## src/rtl/ascii_unsigned_integer_parser_unit_defines.svh

```systemverilog
// Assertion macros shared by the parser RTL.
// Depends on nothing; users must have clk and rst in scope.
`ifndef ASCII_UNSIGNED_INTEGER_PARSER_UNIT_DEFINES_SVH
`define ASCII_UNSIGNED_INTEGER_PARSER_UNIT_DEFINES_SVH
`ifndef SYNTH
`define AUP_ASSERT(lbl, prop) \
  lbl: assert property (@(posedge clk) disable iff (rst) prop) \
    else $error("aup: property failed");
`define AUP_NEVER(lbl, cond) \
  lbl: assert property (@(posedge clk) disable iff (rst) !(cond)) \
    else $error("aup: invariant violated");
`else
`define AUP_ASSERT(lbl, prop)
`define AUP_NEVER(lbl, cond)
`endif
`endif

```

## src/rtl/aup_pkg.sv

```systemverilog
// Types, character constants and the digit decoder of the ASCII parser.
// No dependencies.
package aup_pkg;

  localparam int unsigned RadixBits  = 6;
  localparam int unsigned QueueDepth = 2;

  localparam logic [5:0] MaxRadix = 6'd36;
  localparam logic [5:0] NoDigit  = 6'd63;

  localparam logic [7:0] ChZero  = 8'h30;
  localparam logic [7:0] ChNine  = 8'h39;
  localparam logic [7:0] ChUpA   = 8'h41;
  localparam logic [7:0] ChUpZ   = 8'h5A;
  localparam logic [7:0] ChLoA   = 8'h61;
  localparam logic [7:0] ChLoZ   = 8'h7A;
  localparam logic [7:0] ChUpX   = 8'h58;
  localparam logic [7:0] ChLoX   = 8'h78;
  localparam logic [7:0] ChPlus  = 8'h2B;
  localparam logic [7:0] ChMinus = 8'h2D;
  localparam logic [7:0] ChSpace = 8'h20;
  localparam logic [7:0] ChTab   = 8'h09;
  localparam logic [7:0] ChCr    = 8'h0D;
  localparam logic [7:0] UpBias  = ChUpA - 8'd10;
  localparam logic [7:0] LoBias  = ChLoA - 8'd10;

  typedef struct packed {
    logic [5:0] digit;
    logic       is_space;
    logic       is_minus;
    logic       is_plus;
    logic       is_zero;
    logic       is_x;
    logic       last;
    logic [5:0] radix;
  } class_t;

  typedef enum logic [7:0] {
    PH_START  = 8'b0000_0001,
    PH_SPACE  = 8'b0000_0010,
    PH_SIGN   = 8'b0000_0100,
    PH_ZERO   = 8'b0000_1000,
    PH_ZEROX  = 8'b0001_0000,
    PH_DIGITS = 8'b0010_0000,
    PH_DONE   = 8'b0100_0000,
    PH_BAD    = 8'b1000_0000
  } phase_t;

  typedef struct packed {
    logic bad;
    logic seen;
    logic ovf;
    logic neg;
  } res_flags_t;

  function automatic logic [5:0] digit_of(input logic [7:0] c);
    logic [7:0] d;
    if (c >= ChZero && c <= ChNine) begin
      d = c - ChZero;
    end else if (c >= ChUpA && c <= ChUpZ) begin
      d = c - UpBias;
    end else if (c >= ChLoA && c <= ChLoZ) begin
      d = c - LoBias;
    end else begin
      d = {2'b00, NoDigit};
    end
    return d[5:0];
  endfunction

endpackage

```

## src/rtl/aup_front.sv

```systemverilog
// Front end: accepts characters, classifies them and queues the classes.
// Depends on aup_pkg and the assertion macro header.
`include "ascii_unsigned_integer_parser_unit_defines.svh"
module aup_front (
  input  logic           clk,
  input  logic           rst,
  input  logic [7:0]     char_code,
  input  logic [5:0]     radix,
  input  logic           last,
  input  logic           push,
  output logic           full,
  output aup_pkg::class_t item,
  output logic           item_valid,
  input  logic           take
);

  localparam int unsigned PtrBits = (aup_pkg::QueueDepth > 1) ? $clog2(aup_pkg::QueueDepth) : 1;
  localparam int unsigned CntBits = $clog2(aup_pkg::QueueDepth + 1);
  localparam logic [PtrBits-1:0] LastSlot = PtrBits'(aup_pkg::QueueDepth - 1);
  localparam logic [CntBits-1:0] FullCnt  = CntBits'(aup_pkg::QueueDepth);

  aup_pkg::class_t slots [aup_pkg::QueueDepth];
  aup_pkg::class_t cls;
  logic [PtrBits-1:0] wr_ptr, rd_ptr;
  logic [CntBits-1:0] cnt;
  logic wr_en, rd_en;

  always_comb begin
    cls.digit    = aup_pkg::digit_of(char_code);
    cls.is_space = (char_code == aup_pkg::ChSpace) ||
                   (char_code >= aup_pkg::ChTab && char_code <= aup_pkg::ChCr);
    cls.is_minus = (char_code == aup_pkg::ChMinus);
    cls.is_plus  = (char_code == aup_pkg::ChPlus);
    cls.is_zero  = (char_code == aup_pkg::ChZero);
    cls.is_x     = (char_code == aup_pkg::ChUpX) || (char_code == aup_pkg::ChLoX);
    cls.last     = last;
    cls.radix    = radix;
  end

  assign full       = (cnt == FullCnt);
  assign item_valid = (cnt != '0);
  assign item       = slots[rd_ptr];
  assign wr_en      = push && !full;
  assign rd_en      = take && item_valid;

  always_ff @(posedge clk) begin
    if (wr_en) begin
      slots[wr_ptr] <= cls;
    end
  end

  always_ff @(posedge clk) begin
    if (rst) begin
      wr_ptr <= '0;
      rd_ptr <= '0;
      cnt    <= '0;
    end else begin
      if (wr_en) begin
        wr_ptr <= (wr_ptr == LastSlot) ? '0 : wr_ptr + 1'b1;
      end
      if (rd_en) begin
        rd_ptr <= (rd_ptr == LastSlot) ? '0 : rd_ptr + 1'b1;
      end
      case ({wr_en, rd_en})
        2'b10:   cnt <= cnt + 1'b1;
        2'b01:   cnt <= cnt - 1'b1;
        default: cnt <= cnt;
      endcase
    end
  end

  `AUP_NEVER(a_front_overrun, cnt > FullCnt)
  `AUP_NEVER(a_front_underrun, take && cnt == '0)

endmodule

```

## src/rtl/aup_back.sv

```systemverilog
// Back end: runs the parse state machine, one multiply-add per character,
// and holds finished results in a small output queue. Depends on aup_pkg.
`include "ascii_unsigned_integer_parser_unit_defines.svh"
module aup_back #(
  parameter int unsigned VALUE_BITS = 64,
  parameter int unsigned COUNT_BITS = 10
) (
  input  logic                  clk,
  input  logic                  rst,
  input  aup_pkg::class_t       item,
  input  logic                  item_valid,
  output logic                  take,
  output logic [VALUE_BITS-1:0] value,
  output logic [COUNT_BITS-1:0] consumed,
  output logic                  overflowed,
  output logic                  bad_radix,
  output logic                  empty,
  input  logic                  pop
);

  localparam int unsigned ProdBits = VALUE_BITS + aup_pkg::RadixBits;
  localparam int unsigned PtrBits  = (aup_pkg::QueueDepth > 1) ? $clog2(aup_pkg::QueueDepth) : 1;
  localparam int unsigned CntBits  = $clog2(aup_pkg::QueueDepth + 1);
  localparam logic [PtrBits-1:0]    LastSlot = PtrBits'(aup_pkg::QueueDepth - 1);
  localparam logic [CntBits-1:0]    FullCnt  = CntBits'(aup_pkg::QueueDepth);
  localparam logic [COUNT_BITS-1:0] CountMax = '1;

  aup_pkg::phase_t       phase, ph_cur, ph_nxt;
  logic                  negative, neg_v;
  logic [5:0]            active_radix, rad;
  logic [VALUE_BITS-1:0] accumulator, acc_v;
  logic                  seen, seen_v, ovf, ovf_v;
  logic [COUNT_BITS-1:0] position, end_position, pos, pos_inc, endp;
  logic                  do_take;
  logic [ProdBits-1:0]   prod;

  logic [VALUE_BITS-1:0] o_acc   [aup_pkg::QueueDepth];
  logic [COUNT_BITS-1:0] o_endp  [aup_pkg::QueueDepth];
  aup_pkg::res_flags_t   o_flags [aup_pkg::QueueDepth];
  aup_pkg::res_flags_t   head;
  logic [PtrBits-1:0]    o_wr, o_rd;
  logic [CntBits-1:0]    o_cnt;
  logic                  o_push, o_pop;

  assign take   = item_valid && (o_cnt != FullCnt);
  assign o_push = take && item.last;
  assign o_pop  = pop && !empty;

  always_comb begin
    ph_cur  = phase;
    neg_v   = negative;
    rad     = active_radix;
    acc_v   = accumulator;
    seen_v  = seen;
    ovf_v   = ovf;
    pos     = position;
    endp    = end_position;
    do_take = 1'b0;
    prod    = '0;
    if (phase == aup_pkg::PH_START) begin
      neg_v  = 1'b0;
      acc_v  = '0;
      seen_v = 1'b0;
      ovf_v  = 1'b0;
      endp   = '0;
      pos    = '0;
      if (item.radix == 6'd1 || item.radix > aup_pkg::MaxRadix) begin
        ph_cur = aup_pkg::PH_BAD;
      end else begin
        rad    = item.radix;
        ph_cur = aup_pkg::PH_SPACE;
      end
    end
    pos_inc = (pos == CountMax) ? pos : pos + 1'b1;
    ph_nxt  = ph_cur;

    unique case (ph_cur)
      aup_pkg::PH_SPACE, aup_pkg::PH_SIGN: begin
        if (ph_cur == aup_pkg::PH_SPACE && item.is_space) begin
          ph_nxt = ph_cur;
        end else if (ph_cur == aup_pkg::PH_SPACE && item.is_minus) begin
          neg_v  = 1'b1;
          ph_nxt = aup_pkg::PH_SIGN;
        end else if (ph_cur == aup_pkg::PH_SPACE && item.is_plus) begin
          ph_nxt = aup_pkg::PH_SIGN;
        end else if ((rad == 6'd0 || rad == 6'd16) && item.is_zero) begin
          endp   = pos_inc;
          ph_nxt = aup_pkg::PH_ZERO;
        end else begin
          if (rad == 6'd0) rad = 6'd10;
          do_take = 1'b1;
        end
      end
      aup_pkg::PH_ZERO: begin
        if (item.is_x) begin
          ph_nxt = aup_pkg::PH_ZEROX;
        end else begin
          if (rad == 6'd0) rad = 6'd8;
          acc_v   = '0;
          seen_v  = 1'b1;
          do_take = 1'b1;
        end
      end
      aup_pkg::PH_ZEROX: begin
        if (item.digit < 6'd16) begin
          rad     = 6'd16;
          do_take = 1'b1;
        end else begin
          if (rad == 6'd0) rad = 6'd8;
          acc_v  = '0;
          seen_v = 1'b1;
          ph_nxt = aup_pkg::PH_DONE;
        end
      end
      aup_pkg::PH_DIGITS: do_take = 1'b1;
      default:            ph_nxt  = ph_cur;
    endcase

    if (do_take) begin
      if (item.digit >= rad || rad < 6'd2) begin
        ph_nxt = aup_pkg::PH_DONE;
      end else begin
        prod = ProdBits'(acc_v) * ProdBits'(rad) + ProdBits'(item.digit);
        if (ovf_v || (|prod[ProdBits-1:VALUE_BITS])) begin
          ovf_v = 1'b1;
        end else begin
          seen_v = 1'b1;
          acc_v  = prod[VALUE_BITS-1:0];
        end
        endp   = pos_inc;
        ph_nxt = aup_pkg::PH_DIGITS;
      end
    end

    if (item.last && (ph_nxt == aup_pkg::PH_ZERO || ph_nxt == aup_pkg::PH_ZEROX)) begin
      acc_v  = '0;
      seen_v = 1'b1;
    end
  end

  always_ff @(posedge clk) begin
    if (rst) begin
      phase        <= aup_pkg::PH_START;
      negative     <= 1'b0;
      active_radix <= '0;
      accumulator  <= '0;
      seen         <= 1'b0;
      ovf          <= 1'b0;
      position     <= '0;
      end_position <= '0;
    end else if (take) begin
      if (item.last) begin
        phase        <= aup_pkg::PH_START;
        negative     <= 1'b0;
        active_radix <= '0;
        accumulator  <= '0;
        seen         <= 1'b0;
        ovf          <= 1'b0;
        position     <= '0;
        end_position <= '0;
      end else begin
        phase        <= ph_nxt;
        negative     <= neg_v;
        active_radix <= rad;
        accumulator  <= acc_v;
        seen         <= seen_v;
        ovf          <= ovf_v;
        position     <= pos_inc;
        end_position <= endp;
      end
    end
  end

  always_ff @(posedge clk) begin
    if (o_push) begin
      o_acc[o_wr]   <= acc_v;
      o_endp[o_wr]  <= endp;
      o_flags[o_wr] <= '{bad: (ph_nxt == aup_pkg::PH_BAD), seen: seen_v,
                         ovf: ovf_v, neg: neg_v};
    end
  end

  always_ff @(posedge clk) begin
    if (rst) begin
      o_wr  <= '0;
      o_rd  <= '0;
      o_cnt <= '0;
    end else begin
      if (o_push) begin
        o_wr <= (o_wr == LastSlot) ? '0 : o_wr + 1'b1;
      end
      if (o_pop) begin
        o_rd <= (o_rd == LastSlot) ? '0 : o_rd + 1'b1;
      end
      case ({o_push, o_pop})
        2'b10:   o_cnt <= o_cnt + 1'b1;
        2'b01:   o_cnt <= o_cnt - 1'b1;
        default: o_cnt <= o_cnt;
      endcase
    end
  end

  assign empty = (o_cnt == '0);
  assign head  = o_flags[o_rd];

  always_comb begin
    value      = '0;
    consumed   = '0;
    overflowed = 1'b0;
    bad_radix  = 1'b0;
    if (head.bad) begin
      bad_radix = 1'b1;
    end else if (head.ovf) begin
      value      = '1;
      consumed   = o_endp[o_rd];
      overflowed = 1'b1;
    end else if (head.seen) begin
      value    = head.neg ? ('0 - o_acc[o_rd]) : o_acc[o_rd];
      consumed = o_endp[o_rd];
    end
  end

  `AUP_NEVER(a_out_overrun, o_cnt > FullCnt)
  `AUP_ASSERT(a_restart_after_last, take && item.last |=> phase == aup_pkg::PH_START)
  `AUP_ASSERT(a_bad_result_clean, !empty && bad_radix |-> value == '0 && consumed == '0)
  `AUP_ASSERT(a_ovf_all_ones, !empty && overflowed |-> (&value) && !bad_radix)

endmodule

```

## src/rtl/ascii_unsigned_integer_parser_unit.sv

```systemverilog
// ASCII unsigned integer parser (strtoul rules), one character per transfer.
// Channels: input queue side push/full carries char_code, radix and last;
// result queue side empty/pop carries value, consumed, overflowed, bad_radix.
// radix is sampled on the first character of each string; 0 selects auto
// base, 1 or above 36 reports bad_radix with value 0.
// One result is produced per string, for the character marked last.
// A result is visible (empty low) once the back end has taken its last
// character. Throughput: one character per cycle while the result queue has
// room, set by the back end's single multiply-add and overflow check.
// The front end classifies characters into a two-entry queue; the back end
// holds up to two results, so input keeps flowing while a result waits.
// When pop is held low and both result slots are full, the back end halts
// and full rises once the character queue fills.
// Reset (rst, synchronous) empties both queues and starts a new string.
// Depends on aup_pkg, aup_front and aup_back.
module ascii_unsigned_integer_parser_unit #(
  parameter int unsigned VALUE_BITS = 64,
  parameter int unsigned COUNT_BITS = 10
) (
  input  logic                  clk,
  input  logic                  rst,
  input  logic [7:0]            char_code,
  input  logic [5:0]            radix,
  input  logic                  last,
  input  logic                  push,
  output logic                  full,
  output logic [VALUE_BITS-1:0] value,
  output logic [COUNT_BITS-1:0] consumed,
  output logic                  overflowed,
  output logic                  bad_radix,
  output logic                  empty,
  input  logic                  pop
);

  aup_pkg::class_t item;
  logic            item_valid;
  logic            take;

  aup_front u_front (
    .clk        (clk),
    .rst        (rst),
    .char_code  (char_code),
    .radix      (radix),
    .last       (last),
    .push       (push),
    .full       (full),
    .item       (item),
    .item_valid (item_valid),
    .take       (take)
  );

  aup_back #(
    .VALUE_BITS (VALUE_BITS),
    .COUNT_BITS (COUNT_BITS)
  ) u_back (
    .clk        (clk),
    .rst        (rst),
    .item       (item),
    .item_valid (item_valid),
    .take       (take),
    .value      (value),
    .consumed   (consumed),
    .overflowed (overflowed),
    .bad_radix  (bad_radix),
    .empty      (empty),
    .pop        (pop)
  );

endmodule
```

## config.mk

```make
export PLATFORM = sky130hd
export DESIGN_NAME = ascii_unsigned_integer_parser_unit
export DESIGN_NICKNAME = d
export VERILOG_FILES = /design/src/rtl/aup_pkg.sv /design/src/rtl/aup_front.sv /design/src/rtl/aup_back.sv /design/src/rtl/ascii_unsigned_integer_parser_unit.sv
export VERILOG_INCLUDE_DIRS = /design/src /design/src/rtl
export SDC_FILE = /design/constraint.sdc
export NUM_CORES = 2
export LEC_CHECK = 0
export ABC_CLOCK_PERIOD_IN_PS = 8200
export BUFFER_PORTS_ARGS = -buffer_cell sky130_fd_sc_hd__buf_2
export CORE_MARGIN = 1
export CORE_UTILIZATION = 35
export DETAILED_ROUTE_END_ITERATION = 8
export SLEW_MARGIN = 20
export SYNTH_ARGS = -nofsm -noshare
export SYNTH_HDL_FRONTEND = slang
export SYNTH_SLANG_ARGS = --single-unit
```

## constraint.sdc

```tcl
create_clock -name clk -period 8.2 [get_ports clk]
set_input_delay 1.64 -clock clk [delete_from_list [all_inputs] [get_ports clk]]
set_output_delay 1.64 -clock clk [all_outputs]
set_load 0.01 [all_outputs]
```

==> qor.csv <==
stage,metric,value,unit
layout,area of the multi-input gates,0.0190,mm²
critical_path,stages on the worst setup path,31,
critical_path,CP peak stage delay,0.67,ns
power,Pleak,14.1,nW
cts,CTS Buffer Depth,3,
timing,final setup vio count,0,
route,Vias per Instance,5.30,
yosys,post-synthesis cell count,2996,
route,Vias,23400,
critical_path,startpoint types,flip-flop,
global_routing,largest net degree at the start of global routing,67,
cts,root buffer cell,clkbuf_16,
global_routing,gr busiest metal,met2,
yosys,Syn Area/Cell,9.19,µm²
layout,layout net count,3784,
floorplanning,Die ar.,0.0798,mm²
cts,clk slew on worst S/H paths,0.07,ns
global_routing,number of global-route vias before repair,23400,
timing,hold slack,0.476,ns
placed_design,IO buf count,96,
timing,Fin Clk Skew,0.0131,ns
route,Routed WL,76400,µm
timing,fin. max-slew vios,0,
route,First-pass DRT Iterations,5,
route,Iteration-0 DRC Markers,1636,
critical_path,CP top delay family,simple AND/OR/NAND/NOR gates,
power,Tot Pwr,7.74,mW
global_routing,gr ovfl total,0,
power,Worst VDD drop,0.000245,V
run_status,status,"finished, final reports clean",
layout,share of cells above drive strength 1,20.1,%
yosys,#FFs+latches synth,303,
yosys,top cell type's share of synthesized area,20.9,%
critical_path,crit path DAT,8.38,ns
route,WL/cell,17.3,µm
yosys,Synth area leaders,"edfxtp_1 (21%), fa_1 (18%), dfxtp_1 (8.1%)",
critical_path,slowest CP cell,or4b_4,
critical_path,CP endpoint kind,flip-flop,
placed_design,gp weighted congestion,0.927,
timing,period utilization,96.6,%
global_routing,met3 usage,1.72,%
cts,total CTS buffers,29,
layout,# diodes,0,
floorplanning,Initial Util,35.4,%
route,drc violations,0,
layout,FF+latch area,0.00799,mm²
yosys,register area share after synthesis,29.0,%
critical_path,CP max FO,32,
layout,area growth from synthesis to layout,20.9,%
floorplanning,Site Rows,102,
timing,Peak Freq,126,MHz
yosys,"area leader, netlist",edfxtp_1,
floorplanning,Ports,97,
cts,Worst-Skew Late Latency,0.57,ns
yosys,Post-Syn Area,0.0275,mm²
flow_run,max_cap viols,0,
critical_path,worst path bufs/invs,7,
critical_path,CP most frequent cell,buf_4,
yosys,Post-Syn Nets,3432,
timing,Final Hold Fails,0,
yosys,Synth cell types,86,
cts,clock sink total,303,
floorplanning,Die Span Y,283,µm
critical_path,Reg2Reg Setup Slack,0.28,ns
global_routing,first-pass GRT wire length,124000,µm
yosys,Post-synth EDFFs,192,
cts,hold buffers post-CTS,0,
floorplanning,die width,283,µm
cts,CTS tree,done,
critical_path,R2R depth,31,
global_routing,antenna violations before repair,2,
yosys,ys flop type,edfxtp_1,
floorplanning,core footprint,0.0777,mm²
placed_design,HPWL after DPL,61300,µm
route,post-route ant nets,0,
global_routing,M2 GR Usage,31.6,%
critical_path,Critical Path End,u_back.accumulator[38],
timing,Relative slew margins,24.8,%
timing,Worst Tran Pin Value,1.12,ns
critical_path,kind of critical path,flip-flop to flip-flop,
power,PD cells,232,mW/mm²
yosys,"FFs w/ async S/R, synth",0,%
critical_path,Worst R2R End,u_back.accumulator[38],
timing,final worst path period need,7.92,ns
min_path,worst min path class,flip-flop to flip-flop,
global_routing,overall global routing resource usage,19.2,%
critical_path,Critical Path RT,8.65,ns
cts,number of H-tree levels,1,
layout,filler cell count,7564,
global_routing,GR Util met1,27.6,%
yosys,Yosys warning count,0,
-- kinds of logic after synthesis --
family,after synthesis,share of synthesized area [%]
and+or+nand+nor,1116,17.9
AOI/OAI and AO/OA,649,14.8
adders and majority gates,417,25.8
DFF,303,29.0
buffers and inverters,255,3.86
xor gates and xnor gates,149,4.74
muxes,107,3.98
-- metal layers --
metal / vias up / wire, µm
li1: 11200 / -
met1: 11500 / 36000
met2: 575 / 35400
met3: 67 / 3750
met4: 0 / 1190
met5: - / 0
-- cell usage after synthesis (all sizes together) (6+ instances only) --
| library cell | count |
|---|---|
| nand2 | 275 |
| nor2b | 10 |
| edfxtp | 192 |
| nand3 | 96 |
| xnor2 | 85 |
| and3 | 15 |
| buf | 43 |
| nor4b | 6 |
| dfxtp | 111 |
| or2 | 17 |
| mux2 | 17 |
| ha | 165 |
| inv | 82 |
| nand4 | 40 |
| clkbuf | 129 |
| nand2b | 19 |
| o31ai | 12 |
| a22oi | 12 |
| fa | 252 |
| o211ai | 13 |
| xor2 | 64 |
| or3 | 10 |
| a31oi | 29 |
| nor3 | 50 |
| a22o | 71 |
| nor2 | 517 |
| a21oi | 225 |
| a21o | 23 |
| nor4 | 12 |
| and2 | 18 |
| nor3b | 11 |
| o21bai | 15 |
| mux2i | 90 |
| o221ai | 6 |
| o21ai | 163 |
| a211oi | 12 |
| o21a | 7 |
-- layout make-up --
type | instances | share of cell area [%]
multi-input cells | 2438 | 57.0
flip-flops and latches | 303 | 24.0
clock inverters | 17 | 0.537
inverters | 83 | 0.943
well taps | 1040 | 3.91
repair buffers | 493 | 11.3
clock buffers | 37 | 2.30
-- worst reg2reg max path: cells and delay by family (launching register included) --
family | cells | cell delay [ns]
adder cells (fa/ha/maj) | 5 | 2.13
XOR/XNOR | 1 | 0.21
flip-flops | 1 | 0.36
buffers and inverters | 7 | 1.14
AO/OA/AOI/OAI | 8 | 1.74
AND/OR/NAND/NOR | 10 | 2.25
-- cell usage in the layout (no fill, tap or decap), types with 8 or more instances in the layout --
cell type  count
xor2_1        64
nor4_1         8
buf_12        21
or3_1         10
and3_1        13
o21bai_1      15
a21oi_1      186
a22oi_1       12
edfxtp_1     192
nand2b_1      19
o31ai_1       11
buf_2         96
a21o_1        23
o211ai_1      13
xnor2_1       85
a211oi_1       9
mux2_2        17
o21ai_0      146
a31oi_1       25
dfxtp_1      109
buf_4        372
a21oi_2       38
nand3_1       95
nor3_1        47
a22o_1        71
fa_1         252
nand4_1       40
nand2_1      271
nor2b_1       10
inv_1         82
and2_1        18
or2_2         14
clkbuf_16     30
mux2i_1       86
nor2_1       510
ha_1         159
o21ai_1       16
nor3b_1       11
-- sequential cells by signal, indices dropped and copies added (netlist names), 6 cells and up, named ones only --
| register | flops |
|---|---|
| u_back.position | 10 |
| u_back.accumulator | 64 |
| u_back.phase | 8 |
| u_back.end_position | 10 |
| u_back.o_acc | 128 |
| u_back.o_flags | 8 |
| u_back.active_radix | 6 |
| u_front.slots | 36 |
| u_back.o_endp | 20 |
-- stage by stage --
| stage | setup WS (ns) | TNS, ns | instance area, µm² | std cells | utilization [%] |
|---|---|---|---|---|---|
| 6_report | 0.275 | 0 | 33300 | 4411 | 42.9 |
| 2_1_floorplan | 0.0162 | 0 | 27600 | 2996 | - |
| 5_1_grt | -0.0914 | -6.31 | 33300 | 4411 | 42.9 |
| 4_1_cts | 0.00612 | 0 | 32900 | 4407 | 42.3 |
| 3_3_place_gp | -0.321 | -41.77 | 31900 | 4353 | 41.0 |
| 3_5_place_dp | -0.399 | -50.16 | 31900 | 4353 | 41.0 |
-- power by group --
| group | total [mW] | switching, mW | internal (mW) |
|---|---|---|---|
| combinational | 4.37 | 2.80 | 1.57 |
| sequential | 2.02 | 0.129 | 1.90 |
| clock | 1.34 | 0.582 | 0.759 |
| total | 7.74 | 3.51 | 4.23 |
-- worst min-delay path by stage --
stage | from | endpoint | slack [ns] | cells past startpoint
4_1_cts | u_back.active_radix[5] | u_back.active_radix[5] | 0.48 | 2
5_1_grt | u_back.accumulator[8] | u_back.accumulator[8] | 0.50 | 1
2_1_floorplan | u_back.active_radix[2] | u_back.active_radix[2] | 0.45 | 2
6_report | u_back.end_position[3] | u_back.end_position[3] | 0.48 | 1
3_5_place_dp | u_back.end_position[7] | u_back.end_position[7] | 0.47 | 1
3_3_place_gp | u_back.active_radix[5] | u_back.active_radix[5] | 0.46 | 2
-- timing repair --
action | 4_1_cts | 5_1_grt
pin swaps | 0 | 21
cloned | 0 | 1
buffers inserted | 0 | 3
setup endpoints to repair | 198 | 198
gates resized for setup | 13 | 89
Power figures use the tool's default switching activity.
